$ cat src/rtl/xks_pkg.sv
// ----------------------------------------------------------------------------
// xks_pkg: shared types and constants for the XOR key search
// Message length limit, counter widths and the queue entry type.
// ----------------------------------------------------------------------------
package xks_pkg;

  localparam int unsigned MaxBytes  = 65536;
  localparam int unsigned NumKeys   = 255;
  localparam int unsigned ByteW     = 8;
  localparam int unsigned ScoreW    = 17;
  localparam int unsigned SeenW     = $clog2(MaxBytes + 1);

  localparam logic [ScoreW-1:0] ScoreMax = {ScoreW{1'b1}};

  // One classified byte on its way from the front to the back.
  typedef struct packed {
    logic [ByteW-1:0] cipher_byte;
    logic             last;
    logic             score_en;   // byte lies within the message length limit
  } xks_item_t;

endpackage

$ cat src/rtl/xks_queue.sv
// ----------------------------------------------------------------------------
// xks_queue: two-entry queue between intake and scoring
// Flip-flop FIFO; lets the intake keep taking bytes while scoring is busy.
// ----------------------------------------------------------------------------
module xks_queue
  import xks_pkg::*;
(
  input  logic      clk_i,
  input  logic      rst_ni,
  input  logic      push_i,
  input  xks_item_t item_i,
  output logic      full_o,
  input  logic      pop_i,
  output logic      valid_o,
  output xks_item_t item_o
);

  xks_item_t  mem_q [2];
  logic       wr_ptr_q, rd_ptr_q;
  logic [1:0] cnt_q, cnt_d;

  assign full_o  = cnt_q == 2'd2;
  assign valid_o = cnt_q != 2'd0;
  assign item_o  = mem_q[rd_ptr_q];

  always_comb begin
    cnt_d = cnt_q;
    if (push_i && !pop_i) begin
      cnt_d = cnt_q + 2'd1;
    end else if (pop_i && !push_i) begin
      cnt_d = cnt_q - 2'd1;
    end
  end

  always_ff @(posedge clk_i) begin
    if (push_i) begin
      mem_q[wr_ptr_q] <= item_i;
    end
  end

  always_ff @(posedge clk_i or negedge rst_ni) begin
    if (!rst_ni) begin
      wr_ptr_q <= 1'b0;
      rd_ptr_q <= 1'b0;
      cnt_q    <= 2'd0;
    end else begin
      cnt_q <= cnt_d;
      if (push_i) begin
        wr_ptr_q <= !wr_ptr_q;
      end
      if (pop_i) begin
        rd_ptr_q <= !rd_ptr_q;
      end
    end
  end

endmodule

$ cat config.mk
export PLATFORM = sky130hd
export DESIGN_NAME = xks_queue
export DESIGN_NICKNAME = d
export VERILOG_FILES = /design/src/rtl/xks_pkg.sv /design/src/rtl/xks_queue.sv
export SDC_FILE = /design/constraint.sdc
export NUM_CORES = 1
export LEC_CHECK = 0
export BUFFER_PORTS_ARGS = -buffer_cell sky130_fd_sc_hd__clkbuf_2
export CAP_MARGIN = 10
export CORE_ASPECT_RATIO = 0.75
export CORE_UTILIZATION = 30
export DETAILED_ROUTE_END_ITERATION = 12
export PLACE_DENSITY = 0.59
export SLEW_MARGIN = 40
export SYNTH_ARGS = -nofsm -noshare
export SYNTH_HDL_FRONTEND = slang
export SYNTH_SLANG_ARGS = --single-unit
$ cat constraint.sdc
create_clock -name clk_i -period 1.5 [get_ports clk_i]
set_input_delay 0.075 -clock clk_i [delete_from_list [all_inputs] [get_ports clk_i]]
set_output_delay 0.075 -clock clk_i [all_outputs]
set_load 0.01 [all_outputs]
==> results of run 1 <==
[routing by layer]
layer  GRT usage, %  wire length, µm
met1           11.0              585
met2           13.5              587
met3           4.32              103
met4           2.13                0
met5              0                0
[power breakdown]
part           internal, mW  leakage, nW  switching [mW]  total [mW]
Sequential            0.902        0.234          0.0658       0.968
Clock                 0.356       0.0357           0.191       0.547
Combinational         0.412        0.274           0.326       0.737
[Yosys cell counts]
library cell	count
nor2_1	1
buf_6	1
edfxtp_1	20
inv_1	1
xor2_1	4
mux2_2	1
and2_1	1
dfrtp_1	4
or2_1	1
nor2b_1	1
and2b_2	1
ha_1	1
xnor2_1	1
mux2_4	9
[state kept, by name (all words and copies together), names as in the netlist]
register,flops
cnt_q,2
rd_ptr_q,1
wr_ptr_q,1
mem_q,20
[cell families (layout without fill, tap and decap cells)]
kind of cell | Yosys count | after routing | share of synthesized area (%)
simple gates | 5 | 5 | 3.29
mux | 10 | 10 | 15.4
xor+xnor | 5 | 5 | 4.61
buf+inv | 2 | 40 | 1.58
fa+ha+maj | 1 | 1 | 1.32
flops | 24 | 24 | 73.8
[layout make-up]
class                           instances  area (µm²)  area share [%]
Clock buffer                            3        41.3            3.24
Timing Repair Buffer                   35         215            16.9
Clock inverter                          1        30.0            2.36
Tap cell                               38        47.5            3.74
Multi-Input combinational cell         21         234            18.4
Inverter                                1        3.75           0.295
Sequential cell                        24         701            55.1
[what timing repair did]
action                                 4_1_cts  5_1_grt
endpoints found under the hold margin       10        4
gates resized for setup                      0        0
setup endpoints to repair                    0        0
hold buffers                                 4        2
[worst paths after layout]
kind	to	cells past startpoint	slack, ns	start
setup / recovery	item_o[1]	3	0.15	rd_ptr_q
hold / removal	mem_q[0][8]	1	0.005	item_i[8]
setup reg to reg	mem_q[1][2]	1	0.35	wr_ptr_q
hold reg to reg	cnt_q[1]	1	0.48	cnt_q[1]
max in group asynchronous	rd_ptr_q	2	1.23	rst_ni
min in group asynchronous	cnt_q[0]	2	0.14	rst_ni
[per-stage QoR]
step	cells	hold WS, ns	setup slack, ns	utilization (%)	instance area, µm²
floorplan	47	-0.221	0.247	-	950
global placement	113	-0.112	0.361	38.3	1140
detailed placement	113	-0.113	0.326	38.3	1140
CTS	121	0.000193	0.129	42.1	1250
global route	123	0.000719	0.0844	42.7	1270
finish	123	0.00482	0.150	42.7	1270
==> out/qor.csv, run 1 <==
metric;value;unit
status;completed;
required;1.42;ns
core;2980;µm²
synth_fp_nets;62;
viasPerCell;3.98;
clock_sinks;24;
grt_usage;8.77;%
area_growth;34.0;%
syn_area_per_cell;20.2;µm²
synth_top_area_share;63.2;%
grt_pass1_wl;2150;µm
p_leak;0.544;nW
layout_common_cells;25 x clkbuf_2, 20 x edfxtp_1, 9 x mux2_4, 6 x dlygate4sd3_1;
antenna_left;0;
arrival;1.27;ns
yosys_register_bits;24;
irDropWorstVdd;863;µV
fmax;741;MHz
critical-path-top-delay-family;flip-flops;
htreeDepth;1;
yosysUniqueCellTypes;14;
critical_path.cell_chain;buf_4, mux2_2, clkbuf_2;
cts_tree;built;
gp_congestion;0.618;
final.period_utilization;90.0;%
grt_pass1_vias;470;
num_antenna_cells;0;
syn_inst;47;
die_h;50.7;µm
synth_area_leader_cell;edfxtp_1;
ios;26;
cts_made_buffers;3;
fin_crit;1.35;ns
skew;0.000456;ns
clk_path_buf_depth;2;
fill_cells;290;
die_area;3400;µm²
synth.top_cells.by_area;edfxtp_1 63%, mux2_4 14%, dfrtp_1 11%, xor2_1 3.7%, ha_1 1.3%;
antenna_found_initial;0;
routed_wl;1280;µm
rsz0062_at_grt;false;
drcViolationCount;0;
post-cts-setup-buffers;0;
die_w;67.0;µm
end_kind;output port;
slowest_stage;dfrtp_1;
rows;17;
clk_latency;0.26;ns
worst-setup-path-type;reg2out;
startpoint_type;flip-flop;
syn_area;950;µm²
hold_violations;0;
cap_violations;0;
dr.pass1.iters;2;
pwr_density_cell;1770;nW/µm²
cts-root-buf;clkbuf_8;
hold_class;in2reg;
start_util;31.9;%
p_total;2.25;mW
slew_headroom;69.1;%
cp_max_fo;8;
ys_warn_count;0;
post_drt_wl_per_cell;10.4;µm
slew_viol_final;0;
worst_slew_pin_slew;0.464;ns
first_iter_violations;9;
nets;101;
overflow;0;
synth_seq_area_share;73.8;%
slowest_delay;0.35;ns
crit_buf_inv;2;
drive_gt1_share;51.8;%
vias;489;
finalSetupViolCount;0;
clk_pin_slew;0.08;ns
setup_tns;0;ns
portBuffers;25;
mostFrequentLayoutCell;clkbuf_2;
grt_max_degree;15;
Power figures use the tool's default switching activity.
==> run 2: changes to the inputs <==
--- a/config.mk
+++ b/config.mk
@@ -5,11 +5,13 @@
 export SDC_FILE = /design/constraint.sdc
 export NUM_CORES = 1
 export LEC_CHECK = 0
+export ABC_AREA = 1
 export BUFFER_PORTS_ARGS = -buffer_cell sky130_fd_sc_hd__clkbuf_2
 export CAP_MARGIN = 10
 export CORE_ASPECT_RATIO = 0.75
 export CORE_UTILIZATION = 30
 export DETAILED_ROUTE_END_ITERATION = 12
+export GPL_TIMING_DRIVEN = 0
 export PLACE_DENSITY = 0.59
 export SLEW_MARGIN = 40
 export SYNTH_ARGS = -nofsm -noshare
==> run 2 against run 1 <==
Net effect:
- clock power barely moved
- die area rose by 1.5%
- sequential share of layout area fell by 1.2 points
- critical endpoint is now item_o[7]
- largest cell class unchanged
- largest power group unchanged
==> out/qor.csv, run 2 <==
metric;value;unit;change
rsz0062_at_grt;false;;
die_h;51.1;µm;+0.76%
layout_common_cells;25 x clkbuf_2, 20 x edfxtp_1, 9 x mux2_4, 9 x dlygate4sd3_1, 7 x inv_1;;
grt_pass1_wl;2170;µm;+0.98%
p_leak;0.574;nW;+5.5%
area_growth;34.9;%;
yosys_register_bits;24;;unchanged
mostFrequentLayoutCell;clkbuf_2;;
grt_max_degree;15;;unchanged
vias;543;;+11%
num_antenna_cells;0;;unchanged
fill_cells;275;;-5.2%
gp_congestion;0.604;;-2.3%
clock_sinks;24;;unchanged
hold_class;in2reg;;
required;1.42;ns;about the same
synth_top_area_share;62.3;%;-0.98 points
synth_edf_count;20;;unchanged
overflow;0;;unchanged
clk_latency;0.26;ns;about the same
yosysUniqueCellTypes;13;;-1
drcViolationCount;0;;unchanged
irDropWorstVdd;622;µV;-28%
fmax;743;MHz;+0.32%
core;3000;µm²;+0.71%
r2r-end;mem_q[0][5];;
viasPerCell;4.11;;+3.5%
antenna_left;0;;unchanged
skew;0.00369;ns;+0.00324 ns
synthFlopType;edfxtp_1;;
largest_reg_flops;20;;unchanged
status;completed;;
antenna_found_initial;0;;unchanged
reg2reg_slack;0.28;ns;-0.07 ns
synth.top_cells.by_area;edfxtp_1 62%, mux2_4 14%, dfrtp_1 10%, inv_1 2.7%, nand2_1 2.3%;;
die_area;3450;µm²;+1.5%
yosysMostFrequentCell;edfxtp_1;;
syn_area;965;µm²;+1.6%
clk_path_buf_depth;2;;unchanged
async_flop_share;16.7;%;unchanged
cp_max_fo;10;;+2
worst-setup-path-type;reg2out;;
worstReg2RegStart;wr_ptr_q;;
whs;0.00533;ns;+0.000509 ns
worst-r2r-cell-count;1;;unchanged
finalSetupViolCount;0;;unchanged
end_kind;output port;;
hold_buffers;4;;unchanged
routed_wl;1440;µm;+13%
portBuffers;25;;unchanged
slew_headroom;64.5;%;-4.5 points
drive_gt1_share;43.6;%;-8.1 points
startpoint_type;flip-flop;;
slew_viol_final;0;;unchanged
setup_tns;0;ns;unchanged
nets;110;;+8.9%
htreeDepth;1;;unchanged
dr.pass1.iters;3;;+1
endpoint;item_o[7];;
startpoint;rd_ptr_q;;
post_drt_wl_per_cell;10.9;µm;+5.4%
ys_warn_count;0;;unchanged
ios;26;;unchanged
synth_area_leader_cell;edfxtp_1;;
synth_common_cells;20 x edfxtp_1, 9 x mux2_4, 7 x inv_1;;
worst_slew_pin_slew;0.531;ns;+0.0677 ns
cts_tree;built;;
cts_made_buffers;3;;unchanged
grt_usage;9.28;%;+0.50 points
syn_area_per_cell;17.2;µm²;-15%
synth_fp_nets;71;;+15%
cts-root-buf;clkbuf_8;;
place_hpwl;994;µm;
synth_seq_area_share;72.6;%;-1.1 points
ff_latch_area;701;µm²;unchanged
start_util;32.2;%;+0.27 points
rows;17;;unchanged
clk_pin_slew;0.08;ns;about the same
final.period_utilization;89.7;%;-0.28 points
fin_crit;1.35;ns;-0.00425 ns
first_iter_violations;34;;+25
multi_input_area;229;µm²;-2.1%
grt_pass1_vias;485;;+3.2%
cap_violations;0;;unchanged
hold_violations;0;;unchanged
syn_inst;56;;+19%
top_register;mem_q;;
arrival;1.27;ns;about the same
die_w;67.5;µm;+0.77%
cts_resized;0;;unchanged
pwr_density_cell;1730;nW/µm²;-2.2%
largestRegisters;mem_q x20, cnt_q x2;;
post-cts-setup-buffers;0;;unchanged
## run 2: logic make-up after synthesis
group                    count (synthesis)  share of synthesized area, %
buffers and inverters                    8                          3.89
multiplexers                            10                          15.2
adder cells (fa/ha/maj)                  1                          1.30
XOR/XNOR                                 3                          2.72
AND/OR/NAND/NOR                         10                          4.28
flip-flops                              24                          72.6
## run 2: how the worst min path moves through the flow
stage / startpoint / to / slack (ns) / cells after the start
after CTS: item_i[8] / mem_q[0][8] / 0.001 / 1
after detailed placement: rst_ni / cnt_q[0] / -0.11 / 1
after floorplan: rst_ni / cnt_q[0] / -0.22 / 0
final: item_i[9] / mem_q[0][9] / 0.005 / 1
after global routing: item_i[9] / mem_q[0][9] / 0.0005 / 1
after global placement: rst_ni / cnt_q[0] / -0.11 / 1
## run 2: worst max-delay path, cell delays in order, from the launching register on
cell and delay (ns):
dfrtp_1 0.38, buf_6 0.19, mux2_4 0.31, clkbuf_2 0.12
## run 2: through the flow
| stage | area (µm²) | cells | power, mW | util [%] | worst slack [ns] |
|---|---|---|---|---|---|
| global placement | 1140 | 119 | 1.69 | 37.9 | 0.00322 |
| global route | 1300 | 132 | 2.39 | 43.4 | 0.0993 |
| finish | 1300 | 132 | 2.25 | 43.4 | 0.155 |
| detailed placement | 1140 | 119 | 1.71 | 38.0 | 0.263 |
| floorplan | 965 | 56 | 1.48 | - | 0.268 |
| CTS | 1250 | 127 | 2.27 | 41.7 | 0.145 |
## run 2: area by class of cell
class                      instances  share of cell area (%)
sequential                        24                    53.8
clock buffer                       3                    3.17
tap                               38                    3.65
inverter                           7                    2.02
multi-input combinational         24                    17.6
buffer                             1                   0.865
clock inverter                     1                    2.31
timing repair buffer              34                    16.5
## run 2: layer usage
metal,GRT usage [%],share of wire (%),vias up
met5,0,0,-
met4,4.26,1.9,0
met3,4.02,5.1,2
met2,14.7,49,15
met1,10.7,44,256
li1,-,-,270
## run 2: report_power, final
part           internal [mW]  switching (mW)
combinational          0.379           0.353
sequential             0.902          0.0711
clock                  0.356           0.192
