[src/rtl/xks_pkg.sv]
// ----------------------------------------------------------------------------
// xks_pkg: shared types and constants for the XOR key search
// Message length limit, counter widths and the queue entry type.
// ----------------------------------------------------------------------------
package xks_pkg;

  localparam int unsigned MaxBytes  = 65536;
  localparam int unsigned NumKeys   = 255;
  localparam int unsigned ByteW     = 8;
  localparam int unsigned ScoreW    = 17;
  localparam int unsigned SeenW     = $clog2(MaxBytes + 1);

  localparam logic [ScoreW-1:0] ScoreMax = {ScoreW{1'b1}};

  // One classified byte on its way from the front to the back.
  typedef struct packed {
    logic [ByteW-1:0] cipher_byte;
    logic             last;
    logic             score_en;   // byte lies within the message length limit
  } xks_item_t;

endpackage

[src/rtl/xks_front.sv]
// ----------------------------------------------------------------------------
// xks_front: byte intake
// Accept bytes, count them per message and mark those past the length limit.
// ----------------------------------------------------------------------------
module xks_front
  import xks_pkg::*;
(
  input  logic             clk_i,
  input  logic             rst_ni,
  input  logic             s_axis_tvalid,
  output logic             s_axis_tready,
  input  logic [ByteW-1:0] s_axis_tdata,
  input  logic             s_axis_tlast,
  input  logic             q_full_i,
  output logic             q_push_o,
  output xks_item_t        q_item_o
);

  logic [SeenW-1:0] seen_q, seen_d;
  logic             in_range;

  assign s_axis_tready = !q_full_i;
  assign q_push_o      = s_axis_tvalid && s_axis_tready;
  assign in_range      = seen_q < SeenW'(MaxBytes);

  assign q_item_o.cipher_byte = s_axis_tdata;
  assign q_item_o.last        = s_axis_tlast;
  assign q_item_o.score_en    = in_range;

  always_comb begin
    seen_d = seen_q;
    if (q_push_o) begin
      if (s_axis_tlast) begin
        seen_d = '0;
      end else if (in_range) begin
        seen_d = seen_q + SeenW'(1);
      end
    end
  end

  always_ff @(posedge clk_i or negedge rst_ni) begin
    if (!rst_ni) begin
      seen_q <= '0;
    end else begin
      seen_q <= seen_d;
    end
  end

endmodule

[config.mk]
export PLATFORM = sky130hd
export DESIGN_NAME = xks_front
export DESIGN_NICKNAME = d
export VERILOG_FILES = /design/src/rtl/xks_pkg.sv /design/src/rtl/xks_front.sv
export SDC_FILE = /design/constraint.sdc
export NUM_CORES = 1
export LEC_CHECK = 0
export ABC_CLOCK_PERIOD_IN_PS = 1400
export BUFFER_PORTS_ARGS = -buffer_cell sky130_fd_sc_hd__buf_2
export CORE_MARGIN = 5
export CORE_UTILIZATION = 47
export CTS_CLUSTER_DIAMETER = 30
export DETAILED_ROUTE_END_ITERATION = 16
export PLACE_DENSITY_LB_ADDON = 0.3
export SYNTH_ARGS = -nofsm -noshare
export SYNTH_HDL_FRONTEND = slang
export SYNTH_SLANG_ARGS = --single-unit
[constraint.sdc]
create_clock -name clk_i -period 1.4 [get_ports clk_i]
set_input_delay 0.07 -clock clk_i [delete_from_list [all_inputs] [get_ports clk_i]]
set_output_delay 0.07 -clock clk_i [all_outputs]
set_load 0.01 [all_outputs]
==> results of run 1 <==
[cells in the mapped netlist, types with 2 or more instances]
cell / count / area, sq um
nand2_1: 6 / 22.5
or3_1: 7 / 43.8
nand3_1: 5 / 25.0
nor3_1: 4 / 20.0
a21oi_1: 7 / 35.0
buf_4: 10 / 75.1
nor2_1: 6 / 22.5
dfrtp_1: 17 / 425
o21ai_0: 8 / 40.0
inv_1: 3 / 11.3
xor2_1: 2 / 17.5
xnor2_1: 4 / 35.0
nand4_4: 2 / 42.5
nand4_1: 4 / 25.0
[power groups by stage]
stage	combinational, mW	sequential (mW)	clock, mW
2_1_floorplan	0.0714	0.532	0
3_3_place_gp	0.0969	0.531	0
3_5_place_dp	0.0994	0.532	0
4_1_cts	0.111	0.522	0.277
5_1_grt	0.136	0.522	0.309
6_report	0.121	0.521	0.265
[routing by layer]
metal / track usage / vias to the layer above / wire length, microns
li1: - / 406 / -
met1: 0.173 / 383 / 868
met2: 0.218 / 24 / 944
met3: 0.0528 / 8 / 136
met4: 0.0475 / 0 / 34
met5: 0 / - / 0
[area by class of cell]
| cell class | count | area [sq um] | share of cell area |
|---|---|---|---|
| multi-input combinational | 73 | 524 | 0.436 |
| sequential | 17 | 425 | 0.353 |
| timing repair buffer | 26 | 178 | 0.148 |
| tap | 27 | 33.8 | 0.0281 |
| clock buffer | 3 | 22.5 | 0.0187 |
| inverter | 4 | 15.0 | 0.0125 |
| clock inverter | 1 | 5.00 | 0.00416 |
[worst max-delay path: stages (launching register included)]
cell     delay (ns)
dfrtp_1        0.39
ha_2           0.19
and3_4         0.21
nand4_4        0.12
or3_1          0.34
a21oi_2        0.14
[repair_timing]
action,4_1_cts,5_1_grt
gates resized for setup,0,7
hold buffers,1,0
endpoints found under the hold margin,17,0
setup endpoints to repair,4,9
setup buffers,1,6
pin swaps,4,1
[worst paths after layout]
kind | end | start | slack [ns] | depth (start not counted)
setup / recovery | seen_q[8]$_DFFE_PN0P_ | seen_q[0]$_DFFE_PN0P_ | -0.03 | 5
hold / removal | seen_q[16]$_DFFE_PN0P_ | s_axis_tlast | 0.14 | 3
setup reg to reg | seen_q[8]$_DFFE_PN0P_ | seen_q[0]$_DFFE_PN0P_ | -0.03 | 5
hold reg to reg | seen_q[6]$_DFFE_PN0P_ | seen_q[6]$_DFFE_PN0P_ | 0.55 | 2
max in group asynchronous | seen_q[6]$_DFFE_PN0P_ | rst_ni | 0.89 | 2
min in group asynchronous | seen_q[13]$_DFFE_PN0P_ | rst_ni | 0.21 | 2
[cells by family after synthesis]
group / Yosys count
adders and majority gates: 1
and+or+nand+nor: 47
xor gates and xnor gates: 6
AOI/OAI and AO/OA: 19
DFF: 17
buffers and inverters: 16
[per-stage QoR]
step,setup WS (ns),setup TNS [ns]
after floorplan,0.00546,0
after global placement,0.00690,0
after detailed placement,-0.0390,-0.122
after CTS,-0.0207,-0.0538
after global routing,-0.114,-0.415
final,-0.0313,-0.0492
==> summary.md, run 1 <==
| Metric | Value |
|---|---|
| Outcome | finished, violations left |
| Failing checks | setup timing |
| Routed len/inst | 13.1 microns |
| First-pass GRT wire length | 3.53 mm |
| DRT iter0 DRCs | 14 |
| Io pins | 25 |
| Vias | 821 |
| Post-synth top flop | dfrtp_1 |
| Clock sinks | 17 |
| Layout cells sized above 1 | 0.371 |
| Ys async rst share | 1.00 |
| # DRC | 0 |
| Biggest register | seen_q |
| Synth Instances | approximately 110 |
| Dpl cell area | between 1000 and 1500 sq um |
| Rel. slew slack | 0.741 |
| Post-Synth Adder-Cell Area | 0.0122 |
| RSZ-0062 raised after global routing | yes |
| Slew @ Worst Pin | between 0.3 and 0.4 ns |
| Final Hold Fails | 0 |
| Vias/cell | 5.44 |
| Htree depth | 1 |
| Post-route worst setup slack | -0.0313 ns |
| Sequential element share of the synthesized area | 0.416 |
| Synth-to-Final Area Change | 17.6% |
| Total power | slightly above 0.9 mW |
| Worst EP required | 1.64 ns |
| Flop pwr share | 0.574 |
| Post-DRT Antenna Nets | 0 |
| Crit path kind | reg -> reg |
| Final setup fails | 3 |
| Number of synthesized flops with an enable pin | 0 |
| Utilization after layout | 0.595 |
| HPWL Detailed | 1.41 mm |
| WL final | between 1.5 and 2 mm |
| Worst-path clk slew | 0.11 ns |
| Vias in the first global route | about 800 |
| Mean Syn Cell Area | a little under 10 sq um |
| Final setup skew | 0.0199 ns |
| #FFs+latches synth | 17 |
| Die H | 56.7 microns |
| Nets | between 100 and 150 |
| Minimum clock period | ~1.4 ns |
| Total GRT Usage | 0.139 |
| Yosys cell types | 35 |
| Most frequent cells in the layout | 17 x buf_4, 17 x dfrtp_1, 8 x o21ai_0, 8 x buf_2 |
| Biggest regs | seen_q x17 |
| Fmax | 0.699 GHz |
| CTS root buf | clkbuf_4 |
| Core outline area | 2020 sq um |
| Die width | 56.7 microns |
| Static leakage | 0.521 nW |
| Worst skew pair latency | 0.30 ns |
| Clock Power Share | 0.292 |
| Largest family of logic cells by synthesized area | simple AND/OR/NAND/NOR gates |
| DP Cell Count | 139 |
| DRT Pass-1 Iters | 4 |
| P_int | 0.673 mW |
| Final period util | 1.02 |
| Synth Area in Compound Gates | 0.105 |
| Starting Density | 0.506 |
| Syn nets | between 100 and 150 |
| Global route overflow | 0 |
| Largest register FFs | 17 |
| CTS tree | done |
| Hold WC Path Type | in -> reg |
| Slew Limit Fails | 0 |
| Clk buf depth | 2 |
| Endpoint arrival time on the critical path | 1.67 ns |
| Diode count | 0 |
| Worst hold slack | around 0.14 ns |
| Mux share of post-synthesis cell area | 0 |
| Placer Congestion | just under 0.8 |
| Syn. warnings | 0 |
| Final instance area | 1200 sq um |
| Type of origin of the critical path | flop |
| Pin count of the biggest net entering global routing | 18 |
| Critical Path Sink Type | flop |
| Die area | about 3200 sq um |
| Switching power | roughly 0.23 mW |
| Power Dens Cells | 753 nW/um^2 |
| Post-Layout Cell Count | 151 |
| IO buf count | 8 |
| Initial antenna violation count | 0 |
| Simple-gate share of the synthesized area | 0.313 |
| Number of max-cap violations | 0 |
| Max VDD drop | 0.000552 V |
| Area of the mapped netlist | about 1000 sq um |
| Layout fillers | 182 |
| Num CTS Buffers | 3 |
| XOR/XNOR Fraction of Synth Area | 0.0513 |
| Num rows | 16 |
| Worst Path Max Fanout | 6 |
| Switching Share | 0.258 |
| Gate power share | 0.134 |
(Power assumes the default switching activity.)
==> run 2: changes to the inputs <==
Settings changed: PLACE_DENSITY set to 0.7, PLACE_DENSITY_LB_ADDON 0.3 to unset.
==> run 2 against run 1 <==
Against the previous run: the flow now finishes without violations; final area is 0.83% higher; critical path depth shrank 1; final cell count unchanged.
==> summary.md, run 2 (synthesis results as in run 1) <==
| Metric | Value |
|---|---|
| Outcome | finished clean (was finished, violations left) |
| Hold WC Path Type | in -> reg (unchanged) |
| Layout cells sized above 1 | 0.379 (was 0.371) |
| Largest register FFs | 17 (unchanged) |
| Die area | 3210 sq um (unchanged) |
| Delay-heaviest family, CP | simple AND/OR/NAND/NOR gates (unchanged) |
| Synth-to-Final Area Change | 18.6% (was 17.6%) |
| Final period util | 0.994 (was 1.02) |
| Static leakage | 0.517 nW (was 0.521 nW) |
| CP max-delay cell | dfrtp_1 (unchanged) |
| CTS tree | done (unchanged) |
| Final Hold Fails | 0 (unchanged) |
| Diode count | 0 (unchanged) |
| Crit path kind | reg -> reg (unchanged) |
| Total power | 0.892 mW (was 0.907 mW) |
| Placer Congestion | 0.816 (was 0.782) |
| Slew Limit Fails | 0 (unchanged) |
| # DRC | 0 (unchanged) |
| Routed len/inst | 13.1 microns (unchanged) |
| Type of origin of the critical path | flop (unchanged) |
| Number of max-cap violations | 0 (unchanged) |
| Global route overflow | 0 (unchanged) |
| CTS root buf | clkbuf_4 (unchanged) |
| Critical Path Sink Type | flop (unchanged) |
| Vias in the first global route | 781 (was 804) |
| RSZ-0062 raised after global routing | yes (unchanged) |
| CP Cell Sequence | and4_4, nand3_2, or3_1, a21oi_2 (was ha_2, and3_4, nand4_4, or3_1, a21oi_2) |
| Post-DRT Antenna Nets | 0 (unchanged) |
| Die width | 56.7 microns (unchanged) |
| R2R cell count | 4 (was 5) |
| Starting Density | 0.506 (unchanged) |
| Vias | 803 (was 821) |
| Vias/cell | 5.32 (was 5.44) |
| Biggest regs | seen_q x17 (unchanged) |
| Max VDD drop | 0.000620 V (was 0.000552 V) |
| Setup TNS | 0 ns (was -0.0492 ns) |
| Hold path cells | 3 (unchanged) |
| Slew @ Worst Pin | 0.365 ns (was 0.388 ns) |
| Final instance area | 1210 sq um (was 1200 sq um) |
| Layout fillers | 176 (was 182) |
| Pin count of the biggest net entering global routing | 18 (unchanged) |
| Num rows | 16 (unchanged) |
| Fmax | 0.718 GHz (was 0.699 GHz) |
| Post-route worst setup slack | 0.00784 ns (was -0.0313 ns) |
| Minimum clock period | 1.39 ns (was 1.43 ns) |
| Endpoint arrival time on the critical path | 1.63 ns (was 1.67 ns) |
| Worst EP required | 1.64 ns (about the same) |
| Num CTS Buffers | 3 (unchanged) |
| Post-place setup slack | -0.0215 ns (was -0.0390 ns) |
| Dpl cell area | 1100 sq um (was 1090 sq um) |
| Worst Path Max Fanout | 4 (was 6) |
| Htree depth | 1 (unchanged) |
| Clk buf depth | 2 (unchanged) |
| Total GRT Usage | 0.136 (was 0.139) |
| DRT iter0 DRCs | 15 (was 14) |
| HPWL Detailed | 1.48 mm (was 1.41 mm) |
| WL final | 1.98 mm (unchanged) |
| Power Dens Cells | 735 nW/um^2 (was 753 nW/um^2) |
| Initial antenna violation count | 0 (unchanged) |
| Most frequent cells in the layout | 17 x buf_4, 17 x dfrtp_1, 8 x buf_2 (was 17 x buf_4, 17 x dfrtp_1, 8 x o21ai_0, 8 x buf_2) |
| Io pins | 25 (unchanged) |
| Max incr delay on CP | 0.43 ns (was 0.39 ns) |
| Core outline area | 2020 sq um (unchanged) |
| Clock sinks | 17 (unchanged) |
| IO buf count | 8 (unchanged) |
| Final setup fails | 0 (was 3) |
| Worst hold slack | 0.137 ns (about the same) |
| Worst skew pair latency | 0.30 ns (about the same) |
| Worst-path clk slew | 0.10 ns (was 0.11 ns) |
| Nets | 139 (unchanged) |
| Die H | 56.7 microns (unchanged) |
| Biggest register | seen_q (unchanged) |
| Rel. slew slack | 0.757 (was 0.741) |
| CP bufs+invs | 0 (unchanged) |
| Final setup skew | 0.0125 ns (was 0.0199 ns) |
| Critical path depth in cells | 4 (was 5) |
| DRT Pass-1 Iters | 4 (unchanged) |
| First-pass GRT wire length | 3.44 mm (was 3.53 mm) |
[run 2: cell counts in the layout (fill, tap and decap cells not counted)]
Identical to the previous run, type by type.
[run 2: metal layers]
metal / vias up / global-route usage / wire length [microns]
met5: - / 0 / 0
met2: 20 / 0.231 / 998
met4: 0 / 0.0475 / 33
met3: 8 / 0.0482 / 119
li1: 405 / - / -
met1: 370 / 0.156 / 832
[run 2: area by class of cell]
type                    instances  area, sq um  area share
multi-input cells              73          534       0.440
repair buffers                 26          178       0.146
inverters                       4         15.0      0.0124
clock inverters                 1         5.00     0.00412
flip-flops and latches         17          425       0.351
clock buffers                   3         22.5      0.0186
well taps                      27         33.8      0.0278
[run 2: where the power goes]
part	total (mW)	internal (mW)	switching (mW)
sequential	0.519	0.506	0.0129
clock	0.261	0.106	0.155
combinational	0.111	0.0526	0.0586
total	0.892	0.665	0.226
[run 2: tightest hold or removal path, stage by stage]
cell and delay, ns:
buf_2 0.14, nand2b_1 0.11, o21ai_0 0.07
[run 2: stage by stage]
stage	util	cells
finish	0.600	151
global route	0.600	151
CTS	0.568	147
detailed placement	0.546	141
global placement	0.546	141
floorplan	-	106
[run 2: final timing paths]
check | start | endpoint | slack, ns
min in group asynchronous | rst_ni | seen_q[13]$_DFFE_PN0P_ | 0.20
max in group asynchronous | rst_ni | seen_q[1]$_DFFE_PN0P_ | 0.92
worst max-delay path | seen_q[3]$_DFFE_PN0P_ | seen_q[13]$_DFFE_PN0P_ | 0.008
worst max register to register | seen_q[3]$_DFFE_PN0P_ | seen_q[13]$_DFFE_PN0P_ | 0.008
worst min register to register | seen_q[6]$_DFFE_PN0P_ | seen_q[6]$_DFFE_PN0P_ | 0.56
worst min-delay path | s_axis_tlast | seen_q[1]$_DFFE_PN0P_ | 0.14
[run 2: timing repair]
item,in CTS,in global routing
hold endpoints to repair,17,0
buffers inserted,1,4
endpoints found under the setup margin,4,8
hold buffers,1,0
pin swaps,4,7
resized for setup,0,10
==> run 3: changes to the inputs <==
Settings changed: ABC_CLOCK_PERIOD_IN_PS 1400 to 1700, CAP_MARGIN set to 20, CORE_UTILIZATION 47 to 50, PLACE_DENSITY 0.7 to 0.71.
Clock period 1.4 ns to 1.7 ns, I/O delays scaled along.
==> run 3 against run 2 <==
Against the previous run: register-to-register slack improved by 0.13 ns; clock skew shrank 0.0067 ns; sequential share of layout area up 4.9 points.
==> summary.md, run 3 (synthesis results as in run 1) <==
| Metric | Value |
|---|---|
| Clk buf depth | 2 (unchanged) |
| Endpoint arrival time on the critical path | 1.78 ns (was 1.63 ns) |
| Final setup skew | 0.00587 ns (was 0.0125 ns) |
| R2R cell count | 5 (was 4) |
| Hold WC Path Type | in -> reg (unchanged) |
| WL final | 1.84 mm (was 1.98 mm) |
| Worst Min Path Start | s_axis_tlast (unchanged) |
| Most common cell after layout, fill and taps aside | dfrtp_1 |
| Number of max-cap violations | 0 (unchanged) |
| GR Layer Usage met3 | 0.0676 (was 0.0482) |
| CTS root buf | clkbuf_4 (unchanged) |
| Rel. slew slack | 0.738 (was 0.757) |
| Global route overflow | 0 (unchanged) |
| Most frequent cells in the layout | 17 x dfrtp_1, 8 x o21ai_0, 8 x buf_2 (was 17 x buf_4, 17 x dfrtp_1, 8 x buf_2) |
| Outcome | finished clean (unchanged) |
| Num CTS Buffers | 3 (unchanged) |
| Core outline area | 1960 sq um (was 2020 sq um) |
| CTS tree | done (unchanged) |
| Crit path kind | reg -> reg (unchanged) |
| DRT iter0 DRCs | 3 (was 15) |
| Grt met1 use | 0.167 (was 0.156) |
| Vias in the first global route | 721 (was 781) |
| Layout cells sized above 1 | 0.229 (was 0.379) |
| Total GRT Usage | 0.135 (was 0.136) |
| Hold path cells | 3 (unchanged) |
| Utilization after layout | 0.543 (was 0.600) |
| Static leakage | 0.439 nW (was 0.517 nW) |
| Final Hold Fails | 0 (unchanged) |
| Biggest regs | seen_q x17 (unchanged) |
| Placer Congestion | 0.839 (was 0.816) |
| Fmax | 0.641 GHz (was 0.718 GHz) |
| Setup TNS | 0 ns (unchanged) |
| Biggest register | seen_q (unchanged) |
| Worst EP required | 1.92 ns (was 1.64 ns) |
| Largest register FFs | 17 (unchanged) |
| Clock sinks | 17 (unchanged) |
| Pin count of the biggest net entering global routing | 18 (unchanged) |
| Post-DRT Antenna Nets | 0 (unchanged) |
| Synth-to-Final Area Change | 4.16% (was 18.6%) |
| Nets | 124 (was 139) |
| Num rows | 16 (unchanged) |
| Worst Hold End | seen_q[16]$_DFFE_PN0P_ (was seen_q[1]$_DFFE_PN0P_) |
| Total power | 0.715 mW (was 0.892 mW) |
| Critical Path Sink Type | flop (unchanged) |
| Worst skew pair latency | 0.29 ns (was 0.30 ns) |
| IO buf count | 8 (unchanged) |
| Starting Density | 0.522 (was 0.506) |
| Vias | 750 (was 803) |
| Slew Limit Fails | 0 (unchanged) |
| Vias/cell | 5.51 (was 5.32) |
| Max VDD drop | 0.000456 V (was 0.000620 V) |
| HPWL Detailed | 1.36 mm (was 1.48 mm) |
| RSZ-0062 raised after global routing | no (was yes) |
| First-pass GRT wire length | 3.37 mm (was 3.44 mm) |
| Die width | 55.2 microns (was 56.7 microns) |
| R2r endpoint | seen_q[12]$_DFFE_PN0P_ (was seen_q[13]$_DFFE_PN0P_) |
| Power Dens Cells | 671 nW/um^2 (was 735 nW/um^2) |
| Worst-path clk slew | 0.10 ns (about the same) |
| Final setup fails | 0 (unchanged) |
| Final period util | 0.918 (was 0.994) |
| Type of origin of the critical path | flop (unchanged) |
| Minimum clock period | 1.56 ns (was 1.39 ns) |
| Die H | 55.2 microns (was 56.7 microns) |
| GRT busiest layer | met2 (unchanged) |
| Htree depth | 1 (unchanged) |
| Initial antenna violation count | 0 (unchanged) |
| R2R setup slack | 0.14 ns (was 0.008 ns) |
| Met2 Use GR | 0.208 (was 0.231) |
| # DRC | 0 (unchanged) |
| Layout fillers | 195 (was 176) |
| Die area | 3050 sq um (was 3210 sq um) |
| Worst hold slack | 0.145 ns (was 0.137 ns) |
| Slew @ Worst Pin | 0.393 ns (was 0.365 ns) |
| Routed len/inst | 13.5 microns (was 13.1 microns) |
| R2r startpoint | seen_q[0]$_DFFE_PN0P_ (was seen_q[3]$_DFFE_PN0P_) |
| Worst Path Max Fanout | 6 (was 4) |
| Io pins | 25 (unchanged) |
| Diode count | 0 (unchanged) |
| DRT Pass-1 Iters | 4 (unchanged) |
[run 3: per-layer routing]
metal,vias up,routed length (microns)
met5,-,0
met4,0,2
met3,2,107
met2,23,874
met1,349,857
li1,376,-
[run 3: worst max path at each step]
stage	from	endpoint	slack, ns	cells after the start
6_report	seen_q[0]$_DFFE_PN0P_	seen_q[12]$_DFFE_PN0P_	0.14	5
5_1_grt	seen_q[0]$_DFFE_PN0P_	seen_q[12]$_DFFE_PN0P_	0.01	5
4_1_cts	seen_q[0]$_DFFE_PN0P_	seen_q[12]$_DFFE_PN0P_	0.1	5
3_5_place_dp	seen_q[0]$_DFFE_PN0P_	seen_q[12]$_DFFE_PN0P_	0.12	5
3_3_place_gp	seen_q[0]$_DFFE_PN0P_	seen_q[12]$_DFFE_PN0P_	0.20	5
2_1_floorplan	seen_q[0]$_DFFE_PN0P_	seen_q[12]$_DFFE_PN0P_	0.26	5
[run 3: what timing repair did]
action / 4_1_cts / 5_1_grt
gates resized for setup: 0 / 2
setup buffers: 0 / 1
setup endpoints to repair: 0 / 2
hold buffers: 1 / 0
endpoints found under the hold margin: 17 / 0
[run 3: final cells by class]
| cell class | instances | area (sq um) | area share |
|---|---|---|---|
| sequential | 17 | 425 | 0.399 |
| multi-input combinational | 73 | 499 | 0.468 |
| inverter | 4 | 15.0 | 0.0141 |
| clock buffer | 3 | 22.5 | 0.0211 |
| timing repair buffer | 11 | 65.1 | 0.0610 |
| clock inverter | 1 | 5.00 | 0.00469 |
| tap | 27 | 33.8 | 0.0317 |
[run 3: worst max-delay path, stage by stage (launching register included)]
cell and delay [ns]:
dfrtp_1 0.42, ha_2 0.22, and3_4 0.21, nand4_4 0.12, or3_1 0.37, a21oi_1 0.14
[run 3: where the power goes]
| part | internal (mW) | switching, mW | leakage [nW] | total, mW |
|---|---|---|---|---|
| sequential | 0.417 | 0.0176 | 0.235 | 0.434 |
| combinational | 0.0288 | 0.0383 | 0.186 | 0.0671 |
| clock | 0.0876 | 0.126 | 0.0177 | 0.213 |
[run 3: per-stage QoR]
stage	cells	area, sq um	worst slack (ns)
finish	136	1070	0.140
global route	136	1070	0.0146
CTS	135	1050	0.0990
detailed placement	130	1010	0.118
global placement	130	1010	0.201
floorplan	106	1020	0.257
